`src/rtl/core/assert_macros.svh`:
```
// Assertion macros for the filename checker RTL.
// No dependencies; include by bare file name.
`ifndef ASSERT_MACROS_SVH
`define ASSERT_MACROS_SVH

// Checks prop at every rising edge of clk, disabled while rst is high.
`define FSC_ASSERT(label, clk, rst, prop, msg) \
   label: assert property (@(posedge clk) disable iff (rst) (prop)) else $error(msg);

// Same check, but with no reset qualifier; it holds during reset as well.
`define FSC_ASSERT_ALWAYS(label, clk, prop, msg) \
   label: assert property (@(posedge clk) (prop)) else $error(msg);

`endif

```
`src/rtl/core/fsc_pkg.sv`:
```
`timescale 1ns / 1ps
// Package for the filename safety checker: widths, character codes,
// history cell control type and register map. No dependencies.
package fsc_pkg;

   localparam int CharWidth     = 8;
   localparam int HistDepth     = 3;
   localparam int CsrAddrWidth  = 2;
   localparam int CsrDataWidth  = 32;

   localparam logic [CharWidth-1:0] MaxLenReset = 8'd50;
   localparam logic [CharWidth-1:0] MaxLenCap   = 8'd254;
   localparam logic [CharWidth-1:0] MaxLenRaw   = 8'd255;
   localparam logic [CharWidth-1:0] CountSat    = 8'd255;

   // register index (word address)
   localparam logic [CsrAddrWidth-1:0] RegMaxNameLength = '0;

   localparam logic [CharWidth-1:0] ChDot   = 8'h2E;
   localparam logic [CharWidth-1:0] ChDash  = 8'h2D;
   localparam logic [CharWidth-1:0] ChUnder = 8'h5F;
   localparam logic [CharWidth-1:0] ChLowA  = 8'h61;
   localparam logic [CharWidth-1:0] ChLowZ  = 8'h7A;
   localparam logic [CharWidth-1:0] ChUpA   = 8'h41;
   localparam logic [CharWidth-1:0] ChUpZ   = 8'h5A;
   localparam logic [CharWidth-1:0] Ch0     = 8'h30;
   localparam logic [CharWidth-1:0] Ch9     = 8'h39;
   localparam logic [CharWidth-1:0] ChLowE  = 8'h65;
   localparam logic [CharWidth-1:0] ChLowX  = 8'h78;
   localparam logic [CharWidth-1:0] ChLowB  = 8'h62;
   localparam logic [CharWidth-1:0] ChLowT  = 8'h74;
   localparam logic [CharWidth-1:0] ChLowS  = 8'h73;
   localparam logic [CharWidth-1:0] ChLowH  = 8'h68;
   localparam logic [CharWidth-1:0] ChUpE   = 8'h45;
   localparam logic [CharWidth-1:0] ChUpX   = 8'h58;
   localparam logic [CharWidth-1:0] ChUpB   = 8'h42;
   localparam logic [CharWidth-1:0] ChUpT   = 8'h54;
   localparam logic [CharWidth-1:0] ChUpS   = 8'h53;
   localparam logic [CharWidth-1:0] ChUpH   = 8'h48;

   // control broadcast to every history cell
   typedef struct packed {
      logic shift;
      logic clear;
   } hist_ctl_type;

endpackage

```
`src/rtl/core/fsc_hist_cell.sv`:
```
`timescale 1ns / 1ps
// One cell of the character history chain: holds one byte and passes it on.
// Depends on fsc_pkg.
module fsc_hist_cell (
   input  logic                          clock,
   input  logic                          reset,
   input  fsc_pkg::hist_ctl_type         ctl,
   input  logic [fsc_pkg::CharWidth-1:0] char_from_prev,
   output logic [fsc_pkg::CharWidth-1:0] char_out
);

   logic [fsc_pkg::CharWidth-1:0] char_ff;
   logic [fsc_pkg::CharWidth-1:0] char_in;

   // clear wins: the name ends on this transaction
   always_comb begin
      char_in = char_ff;
      if (ctl.clear) begin
         char_in = '0;
      end else if (ctl.shift) begin
         char_in = char_from_prev;
      end
   end

   always_ff @(posedge clock) begin
      if (reset) begin
         char_ff <= '0;
      end else begin
         char_ff <= char_in;
      end
   end

   assign char_out = char_ff;

endmodule

```
`src/rtl/core/fsc_csr.sv`:
```
`timescale 1ns / 1ps
// APB-style register block holding max_name_length.
// Depends on fsc_pkg.
module fsc_csr (
   input  logic                             clock,
   input  logic                             reset,
   input  logic                             psel,
   input  logic                             penable,
   input  logic                             pwrite,
   input  logic [fsc_pkg::CsrAddrWidth-1:0] paddr,
   input  logic [fsc_pkg::CsrDataWidth-1:0] pwdata,
   output logic [fsc_pkg::CsrDataWidth-1:0] prdata,
   output logic                             pready,
   output logic [fsc_pkg::CharWidth-1:0]    max_len
);

   logic [fsc_pkg::CharWidth-1:0] max_len_ff;
   logic [fsc_pkg::CharWidth-1:0] max_len_in;
   logic                          wr_en;

   // single register at word address 0
   assign wr_en = psel && penable && pwrite && (paddr == fsc_pkg::RegMaxNameLength);

   always_comb begin
      max_len_in = max_len_ff;
      if (wr_en) begin
         max_len_in = pwdata[fsc_pkg::CharWidth-1:0];
      end
   end

   always_ff @(posedge clock) begin
      if (reset) begin
         max_len_ff <= fsc_pkg::MaxLenReset;
      end else begin
         max_len_ff <= max_len_in;
      end
   end

   assign prdata  = {{(fsc_pkg::CsrDataWidth-fsc_pkg::CharWidth){1'b0}}, max_len_ff};
   assign pready  = 1'b1;
   assign max_len = max_len_ff;

endmodule

```
`src/rtl/core/filename_safety_checker_top.sv`:
```
`timescale 1ns / 1ps
// Filename safety checker: at most one character per transaction, verdict on the last.
// The verdict is registered on rsp_ in the cycle after the last transaction is taken.
// Throughput: one character per cycle, but a last transaction stalls while a held verdict waits.
// Reset: synchronous, active high; clears count, history, reject flag and
// rsp_valid, and loads max_name_length with 50. No clearing pass.
// Depends on fsc_pkg, fsc_hist_cell, fsc_csr and assert_macros.svh.
`include "assert_macros.svh"

module filename_safety_checker_top (
   input  logic                             clock,
   input  logic                             reset,
   // character transactions
   input  logic                             req_valid,
   output logic                             req_stall,
   input  logic [fsc_pkg::CharWidth-1:0]    req_char_code,
   input  logic                             req_char_present,
   input  logic                             req_is_last,
   // verdict transactions
   output logic                             rsp_valid,
   input  logic                             rsp_stall,
   output logic                             rsp_name_safe,
   // configuration
   input  logic                             psel,
   input  logic                             penable,
   input  logic                             pwrite,
   input  logic [fsc_pkg::CsrAddrWidth-1:0] paddr,
   input  logic [fsc_pkg::CsrDataWidth-1:0] pwdata,
   output logic [fsc_pkg::CsrDataWidth-1:0] prdata,
   output logic                             pready
);

   localparam int W = fsc_pkg::CharWidth;
   localparam int D = fsc_pkg::HistDepth;

   logic [W-1:0] max_len;

   fsc_csr u_csr (
      .clock   (clock),
      .reset   (reset),
      .psel    (psel),
      .penable (penable),
      .pwrite  (pwrite),
      .paddr   (paddr),
      .pwdata  (pwdata),
      .prdata  (prdata),
      .pready  (pready),
      .max_len (max_len)
   );

   // ---------------------------------------------------------------
   // Handshake. Only a last transaction produces a verdict, so only
   // that one has to wait while the output register is held.
   // Everything else flows in even with a verdict pending.
   // ---------------------------------------------------------------
   logic rsp_valid_ff, rsp_valid_in;
   logic name_safe_ff, name_safe_in;
   logic req_take, take_char, take_last;

   assign req_stall = rsp_valid_ff && rsp_stall && req_is_last;
   assign req_take  = req_valid && !req_stall;
   assign take_char = req_take && req_char_present;
   assign take_last = req_take && req_is_last;

   // ---------------------------------------------------------------
   // History chain: cell 0 holds the newest character, each cell
   // hands its byte to the next one on every character transaction but a last one.
   // ---------------------------------------------------------------
   fsc_pkg::hist_ctl_type hist_ctl;
   logic [W-1:0]          hist [D+1];

   assign hist_ctl.shift = take_char;
   assign hist_ctl.clear = take_last;
   assign hist[0]        = req_char_code;

   for (genvar g = 0; g < D; g++) begin : g_hist
      fsc_hist_cell u_cell (
         .clock          (clock),
         .reset          (reset),
         .ctl            (hist_ctl),
         .char_from_prev (hist[g]),
         .char_out       (hist[g+1])
      );
   end

   // p0 newest, p2 oldest
   logic [W-1:0] c, p0, p1, p2;
   assign c  = req_char_code;
   assign p0 = hist[1];
   assign p1 = hist[2];
   assign p2 = hist[3];

   // ---------------------------------------------------------------
   // Character checks
   // ---------------------------------------------------------------
   logic char_ok, bad_seq;

   always_comb begin
      char_ok = ((c >= fsc_pkg::ChLowA) && (c <= fsc_pkg::ChLowZ)) ||
                ((c >= fsc_pkg::ChUpA)  && (c <= fsc_pkg::ChUpZ))  ||
                ((c >= fsc_pkg::Ch0)    && (c <= fsc_pkg::Ch9))    ||
                (c == fsc_pkg::ChDot) || (c == fsc_pkg::ChDash) ||
                (c == fsc_pkg::ChUnder);
   end

   // a forbidden substring ends on the incoming character
   always_comb begin
      bad_seq = 1'b0;
      if (p0 == fsc_pkg::ChDot && c == fsc_pkg::ChDot) begin
         bad_seq = 1'b1;
      end
      if (p1 == fsc_pkg::ChDot) begin
         if ((p0 == fsc_pkg::ChLowS && c == fsc_pkg::ChLowH) ||
             (p0 == fsc_pkg::ChUpS  && c == fsc_pkg::ChUpH)) begin
            bad_seq = 1'b1;
         end
      end
      if (p2 == fsc_pkg::ChDot) begin
         if ((p1 == fsc_pkg::ChLowE && p0 == fsc_pkg::ChLowX && c == fsc_pkg::ChLowE) ||
             (p1 == fsc_pkg::ChUpE  && p0 == fsc_pkg::ChUpX  && c == fsc_pkg::ChUpE)  ||
             (p1 == fsc_pkg::ChLowB && p0 == fsc_pkg::ChLowA && c == fsc_pkg::ChLowT) ||
             (p1 == fsc_pkg::ChUpB  && p0 == fsc_pkg::ChUpA  && c == fsc_pkg::ChUpT)) begin
            bad_seq = 1'b1;
         end
      end
   end

   // ---------------------------------------------------------------
   // Length count (saturating) and sticky reject flag
   // ---------------------------------------------------------------
   logic [W-1:0] chars_seen_ff, chars_seen_in, count_upd, limit;
   logic         rejected_ff, rejected_in, reject_upd;

   // an all-ones limit behaves as the cap
   assign limit = (max_len == fsc_pkg::MaxLenRaw) ? fsc_pkg::MaxLenCap : max_len;

   always_comb begin
      count_upd  = chars_seen_ff;
      reject_upd = rejected_ff;
      if (take_char) begin
         if (chars_seen_ff != fsc_pkg::CountSat) begin
            count_upd = chars_seen_ff + 1'b1;
         end
         if ((chars_seen_ff == '0) && (c == fsc_pkg::ChDot)) begin
            reject_upd = 1'b1;
         end
         if (!char_ok || bad_seq || (count_upd > limit)) begin
            reject_upd = 1'b1;
         end
      end
   end

   always_comb begin
      chars_seen_in = count_upd;
      rejected_in   = reject_upd;
      if (take_last) begin
         chars_seen_in = '0;
         rejected_in   = 1'b0;
      end
   end

   // output register: loads on a last transaction, holds while stalled
   always_comb begin
      rsp_valid_in = rsp_valid_ff && rsp_stall;
      name_safe_in = name_safe_ff;
      if (take_last) begin
         rsp_valid_in = 1'b1;
         name_safe_in = !reject_upd && (count_upd != '0);
      end
   end

   always_ff @(posedge clock) begin
      if (reset) begin
         chars_seen_ff <= '0;
         rejected_ff   <= 1'b0;
         rsp_valid_ff  <= 1'b0;
      end else begin
         chars_seen_ff <= chars_seen_in;
         rejected_ff   <= rejected_in;
         rsp_valid_ff  <= rsp_valid_in;
      end
   end

   always_ff @(posedge clock) begin
      name_safe_ff <= name_safe_in;
   end

   assign rsp_valid     = rsp_valid_ff;
   assign rsp_name_safe = name_safe_ff;

   // ---------------------------------------------------------------
   // Assertions
   // ---------------------------------------------------------------
   `FSC_ASSERT(a_clear_after_last, clock, reset, take_last |=> (chars_seen_ff == '0) && !rejected_ff && (p0 == '0), "name state not cleared after last transaction")
   `FSC_ASSERT(a_rsp_kept, clock, reset, (rsp_valid_ff && rsp_stall) |=> rsp_valid_ff, "pending verdict dropped")
   `FSC_ASSERT_ALWAYS(a_stall_only_last, clock, req_stall |-> (req_is_last && rsp_valid_ff), "input stalled without a pending verdict")
   `FSC_ASSERT(a_last_gives_rsp, clock, reset, take_last |=> rsp_valid_ff, "last transaction gave no verdict")

endmodule

```
`config.mk`:
```
export PLATFORM = sky130hd
export DESIGN_NAME = filename_safety_checker_top
export DESIGN_NICKNAME = d
export VERILOG_FILES = /design/src/rtl/core/fsc_pkg.sv /design/src/rtl/core/fsc_hist_cell.sv /design/src/rtl/core/fsc_csr.sv /design/src/rtl/core/filename_safety_checker_top.sv
export VERILOG_INCLUDE_DIRS = /design/src /design/src/rtl/core
export SDC_FILE = /design/constraint.sdc
export NUM_CORES = 1
export LEC_CHECK = 0
export ABC_CLOCK_PERIOD_IN_PS = 4000
export BUFFER_PORTS_ARGS = -buffer_cell sky130_fd_sc_hd__buf_2
export CAP_MARGIN = 10
export CORE_ASPECT_RATIO = 0.9
export CORE_UTILIZATION = 40
export DETAILED_ROUTE_END_ITERATION = 10
export PLACE_DENSITY = 0.66
export SLEW_MARGIN = 20
export SYNTH_ARGS = -nofsm -noshare
export SYNTH_HDL_FRONTEND = slang
export SYNTH_SLANG_ARGS = --single-unit
```
`constraint.sdc`:
```
create_clock -name clock -period 4 [get_ports clock]
set_input_delay 0.2 -clock clock [delete_from_list [all_inputs] [get_ports clock]]
set_output_delay 0.2 -clock clock [all_outputs]
set_load 0.1 [all_outputs]
```
### Word level (Yosys, flattened, before mapping)

Cells that the tools add are included.

* add/sub/neg operators: 1
* magnitude comparators: 7
* equal/unequal tests: 24
* multiplexer cells: 13
* reduce and logical (&&, ||, !) cells: 42

Operator list (number)
* equality test 8 x 7 -> 1 bit (second input constant): 17
* equality test 8 x 6 -> 1 bit (second input constant): 5
* two-way mux 8 bit: 4
* logical AND 1 bit: 24
* greater-or-equal comparator 8 x 7 -> 1 bit (second input constant): 2
* <= comparator 8 x 7 -> 1 bit (second input constant): 2
* logical OR 1 bit: 11
* two-way mux 1 bit: 9
* adder 8 x 1 -> 8 bit (second input constant): 1
* equality test 8 bit (second input constant): 1
* greater-or-equal comparator 8 x 6 -> 1 bit (second input constant): 1
* > comparator 8 bit: 1
* <= comparator 8 x 6 -> 1 bit (second input constant): 1
* logical NOT 8 bit: 1
* != test 8 bit (second input constant): 1
* nonzero test 8 bit: 1
* logical NOT 1 bit: 3
* logical NOT 2 bit: 1
* OR reduction 2 bit: 1

* flip-flop bits (word level): 43
* input port bits: 51
* output and inout bits: 36
* word-level logic and storage cells: 95

### Depth between registers and ports, before layout

* depth in word-level cells: 14
* depth in mapped cells: 13

### Modules after synthesis

From an unflattened synthesis, not the netlist that was laid out.

* cells, all modules: 315
* area, all modules: 2798.9 um^2

By module, submodules not included
* filename_safety_checker_top: times used 1, cells an instance 163, area an instance 1305.0 um^2
* fsc_hist_cell: times used 3, cells an instance 27, area an instance 295.3 um^2
* fsc_csr: times used 1, cells an instance 71, area an instance 608.1 um^2

### Worst setup path after synthesis

Ideal clock, no wire load.

* path kind: reg2reg
* start point: register chars_seen_ff[3]
* end point: register name_safe_ff, in the netlist rsp_name_safe (data pin)
* data arrival time: 2.595 ns
* required time: 3.727 ns
* setup slack: 1.133 ns
* stages on the path, launching flop included: 12
* cell sequence: dfxtp_1 clkbuf_1 nand3_1 nor3_2 mux2_2 ha_1 nor2b_1 o21a_1 o21ai_0 a211o_2 a41oi_1 a41oi_1

* word-level cells in the longest chain between the ends: 9

RTL lines
* start: declaration: RTL line filename_safety_checker_top.sv:131 `logic [W-1:0] chars_seen_ff, chars_seen_in, count_upd, limit;`
* start signal: assignment: RTL line filename_safety_checker_top.sv:178 `chars_seen_ff <= chars_seen_in;`
* adder 8 x 1 -> 8 bit or != test 8 bit (tied branches): RTL line filename_safety_checker_top.sv:142, filename_safety_checker_top.sv:141
* two-way mux 8 bit: RTL line filename_safety_checker_top.sv:141 `if (chars_seen_ff != fsc_pkg::CountSat) begin`
* two-way mux 8 bit: RTL line filename_safety_checker_top.sv:140 `if (take_char) begin`
* > comparator 8 bit: RTL line filename_safety_checker_top.sv:147 `if (!char_ok || bad_seq || (count_upd > limit)) begin`
* logical OR 1 bit: RTL line filename_safety_checker_top.sv:147
* two-way mux 1 bit: RTL line filename_safety_checker_top.sv:147
* two-way mux 1 bit: RTL line filename_safety_checker_top.sv:140
* logical NOT 1 bit: RTL line filename_safety_checker_top.sv:168 `name_safe_in = !reject_upd && (count_upd != '0);`
* logical AND 1 bit *: RTL line filename_safety_checker_top.sv:168
* end signal: assignment: RTL line filename_safety_checker_top.sv:185 `name_safe_ff <= name_safe_in;`
* end: declaration: RTL line filename_safety_checker_top.sv:57 `logic name_safe_ff, name_safe_in;`

Every way passes the cells marked *; elsewhere a longest branch is shown, timed or not. The select of a mux whose other input is x is not followed.
A chain may end at the register's enable or synchronous reset.

### Final worst setup path

* start point: register chars_seen_ff[1]
* end point: register name_safe_ff, in the netlist rsp_name_safe (data pin)

The elaborated chain is that of the path after synthesis.

==> flow_results.org <==
** Run status
- Status :: finished, final reports clean

** Power and ir drop
- Summed over all cells, the static leakage comes to approximately 0.0011 uW.
- Dividing total power by cell area gives a power density of 330 nW/um^2.
- Power Internal :: 593 uW
- Summing internal, switching and leakage power gives 919 uW.
- IR analysis of the VDD net gives a maximum drop of 0.228 mV.
- In this run the power spent charging and discharging nets is 326 uW.
- The share of total power dissipated in combinational logic is 22.0%.
- Sw Ratio :: between 30% and 40%
- Reg power frac :: 48.4%
- The clock network accounts for between 20% and 30% of the total power.

** Cells and area
- Sequential standard cell area :: between 800 and 900 sq um
- The multi-input combinational cells in the finished layout cover a total of ~1500 sq um.
- Relative area change from synthesis to final layout :: 9.59%
- At the end of the flow, the number of nets in the layout was 419.
- Of the cells placed in the final design, the portion with a size suffix greater than 1 is 15.9%.
- Number of filler instances in the final layout :: 621
- The repair_antennas step left the layout with diodes totalling 0.

** Setup path
- The worst register-to-register path begins at chars_seen_ff[1]$_SDFF_PP0_.
- Slowest stage delay, CP :: 420 ps
- Slowest CP cell :: sky130_fd_sc_hd__dfxtp_1
- STA classifies the critical path startpoint as a flop.
- Type of the worst setup path :: flop to flop
- Critical path peak fanout :: 7
- The kind of cell with the highest combined delay along the critical path is compound AO/OA/AOI/OAI gates.
- Critical Path RT :: 4020 ps
- Critical path arrival :: roughly 3100 ps
- STA classifies the critical path endpoint as a flop.
- Buffers and inverters on the worst path :: 1
- First element of the critical path :: chars_seen_ff[1]$_SDFF_PP0_
- CP cell instances :: ha_1 > nand2_1 > nor3_2 > buf_4 > mux2_2 > ha_1 > nor2b_1 > o21a_1 > o21ai_0 > a211o_2 > a41oi_1 > a41oi_1

** Clock tree
- Clock Tree Root :: sky130_fd_sc_hd__clkbuf_8
- After clock tree synthesis, the setup repair step added 0 buffers.
- CTS tree :: done
- Number of buffers inserted by hold repair at cts :: 0
- No sink is reached through more buffers than the 2 on the longest clock path.
- The tree built by TritonCTS fans out to 43 sinks.
- Clock-pin slew on the worst setup and hold paths :: 80 ps
- The later pin in the worst-skew pair is clocked with a latency of 300 ps.
- Num CTS Buffers :: 5
- Post-CTS Resized :: 0
- CTS HTree Levels :: 2

** Global route
- First-pass GRT wire length :: 9080 microns
- Global routing used ~25% of the available met2 tracks.
- GRT met1 Usage :: 23.9%
- The number of antenna violations at the first check in global routing was 0.
- met2 is the most crowded layer.
- Pin count of the biggest net entering global routing :: 33
- Met3 Use GR :: between 3 and 4%
- The number of global-route vias before repair came to about 2000.
- Total track usage :: roughly 17%
- Overflow after GRT :: 0

** Yosys
- Of the post-synthesis cell area, the dominant cell type holds 33.0%.
- The largest total area in the synthesized netlist belongs to sky130_fd_sc_hd__dfxtp_1.
- In this run the cell area of the synthesized design comes to 2540 sq um.
- YS warnings :: 0
- After synthesis, the share of flip-flops with an asynchronous set or reset is 0%.
- Synthesis handed over a netlist of 328 instances.
- Post-synth cell types :: 49
- Count leader, synth :: sky130_fd_sc_hd__nand2_1
- Leading post-synthesis cells by cell area :: sky130_fd_sc_hd__dfxtp_1 33%, sky130_fd_sc_hd__nand2_1 8.6%, sky130_fd_sc_hd__buf_4 7.4%, sky130_fd_sc_hd__a21oi_1 6.9%, sky130_fd_sc_hd__ha_1 4.9%
- Commonest cells in the netlist :: 58 x sky130_fd_sc_hd__nand2_1, 42 x sky130_fd_sc_hd__dfxtp_1, 35 x sky130_fd_sc_hd__a21oi_1
- Primary FF master, synth :: sky130_fd_sc_hd__dfxtp_1
- Dividing the synthesized area by the synthesized cell count gives 7.76 sq um.
- In this run, synthesis produced a sequential element count of 43.
- EDFF count, synth :: 1
- Of the synthesized area, sequential elements account for 34.2%.

** Drt
- The routed design has 5210 microns of wire.
- 1st-iter DRT viols :: 190
- Total via count in the routed design :: 2212
- Post-detailed-route wirelength per cell :: around 12 microns
- Via density per instance :: 4.96
- The count of nets left with antenna violations once routing finished came out at 0.
- The first detailed-routing pass ran for 4 iterations.
- After detailed routing, the number of remaining DRC violations is 0.

** Die
- In this run the core area contains 27 standard-cell rows.
- Total I/O pin count :: 87
- Floorplan core area :: 6110 sq um
- Die Height :: 77.7 microns
- Area of the die :: between 6000 and 7000 sq um
- The initial utilization of the core area, before any placement, comes to 41.6%.
- The die is 86.1 microns wide.

** Placed design
- Summed over all nets, the half-perimeter wirelength after detailed placement is 3820 microns.
- Number of input and output port buffers inserted :: 37
- The congestion estimate from routability-driven global placement came to 0.854.

** Timing
- Final setup violation count :: 0
- Hold is met by 127 ps.
- On the final layout, the worst clock skew is 8.13 ps.
- The number of hold-slack violations in the final timing report came to 0.
- Accumulated negative setup slack :: 0 ps
- Max-slew violations :: 0
- Setup repair after global routing left no endpoint under its margin.
- For the pin with the worst max-slew slack, the measured transition is a little over 600 ps.
- FMAX :: 325 MHz
- Measured against its own limit, the worst slew margin works out to 59.3%.
- Post-route minimum period :: 3080 ps
- The worst path uses 76.9% of the clock period.

** Hold path
- Worst min-delay path category :: input port to flop
- Hold Crit Start :: pwdata[2]

** Run
- Max-cap violations in this run came to 0.
power by group through the flow:
stage | Sequential, uW | Combinational, uW | Clock [uW]
final | 445 | 202 | 272
after global routing | 447 | 215 | 292
after CTS | 445 | 202 | 282
after detailed placement | 455 | 201 | 0
after global placement | 455 | 200 | 0
after floorplan | 471 | 172 | 0
flip-flops by register name (all words and copies together) (netlist names):
signal and count:
chars_seen_ff 8, g_hist.u_cell.char_out 24, rejected_ff 1, rsp_name_safe 1, rsp_valid 1, u_csr.max_len 8
area by class of cell:
class,instances,area share (%)
timing repair buffer,40,7.45
inverter,14,1.88
sequential,43,31.2
clock inverter,2,0.449
multi-input combinational,254,52.5
tap,87,3.90
clock buffer,6,2.60
cell usage in the layout, fill, tap and decap left out, types with 5 or more instances in the layout:
cell and instances:
sky130_fd_sc_hd__dfxtp_1 42, sky130_fd_sc_hd__nand2_1 58, sky130_fd_sc_hd__o21ai_0 6, sky130_fd_sc_hd__conb_1 25, sky130_fd_sc_hd__buf_2 37, sky130_fd_sc_hd__nand4_1 9
sky130_fd_sc_hd__nand3_1 14, sky130_fd_sc_hd__inv_1 14, sky130_fd_sc_hd__xnor2_1 6, sky130_fd_sc_hd__mux2i_1 6, sky130_fd_sc_hd__clkbuf_8 5, sky130_fd_sc_hd__a21oi_1 35
sky130_fd_sc_hd__nor2_1 28, sky130_fd_sc_hd__ha_1 10
through the flow:
step	setup WS, ps	util, %	instance area [sq um]	cells
5_1_grt	695	45.6	2790	446
3_5_place_dp	949	44.2	2700	438
2_1_floorplan	1130	-	2630	351
4_1_cts	920	45.6	2790	446
6_report	922	45.6	2790	446
3_3_place_gp	975	44.2	2700	438
worst register-to-register path, cell delays in order, from the launching register on:
cell and delay, ps:
sky130_fd_sc_hd__dfxtp_1 420, sky130_fd_sc_hd__ha_1 240, sky130_fd_sc_hd__nand2_1 180, sky130_fd_sc_hd__nor3_2 190, sky130_fd_sc_hd__buf_4 160, sky130_fd_sc_hd__mux2_2 340, sky130_fd_sc_hd__ha_1 290, sky130_fd_sc_hd__nor2b_1 130
sky130_fd_sc_hd__o21a_1 110, sky130_fd_sc_hd__o21ai_0 80, sky130_fd_sc_hd__a211o_2 350, sky130_fd_sc_hd__a41oi_1 250, sky130_fd_sc_hd__a41oi_1 90
logic make-up (layout without fill, tap and decap cells):
kind of cell / Yosys count / in the layout / synth area share [%]
buffers and inverters: 54 / 62 / 11.7
XOR/XNOR: 8 / 8 / 2.75
other: 2 / 25 / 0.295
adder cells (fa/ha/maj): 10 / 10 / 4.92
flip-flops: 43 / 43 / 34.2
AO/OA/AOI/OAI: 62 / 62 / 15.4
multiplexers: 8 / 8 / 3.24
AND/OR/NAND/NOR: 141 / 141 / 27.5
per-layer routing:
| metal | part of all wire [%] | vias to the layer above |
|---|---|---|
| li1 | - | 1155 |
| met1 | 51 | 989 |
| met2 | 43 | 62 |
| met3 | 4.5 | 6 |
| met4 | 1.1 | 0 |
| met5 | 0 | - |
final timing paths:
path / endpoint / slack, ps / cells past startpoint
min: u_csr.max_len[2]$_SDFFE_PP0P_ / 130 / 3
max: rsp_name_safe$_DFFE_PP_ / 920 / 12
max reg2reg: rsp_name_safe$_DFFE_PP_ / 920 / 12
min reg2reg: g_hist[2].u_cell.char_out[0]$_SDFFE_PP0P_ / 460 / 2
Note: power is estimated with default switching activity, not from simulation.
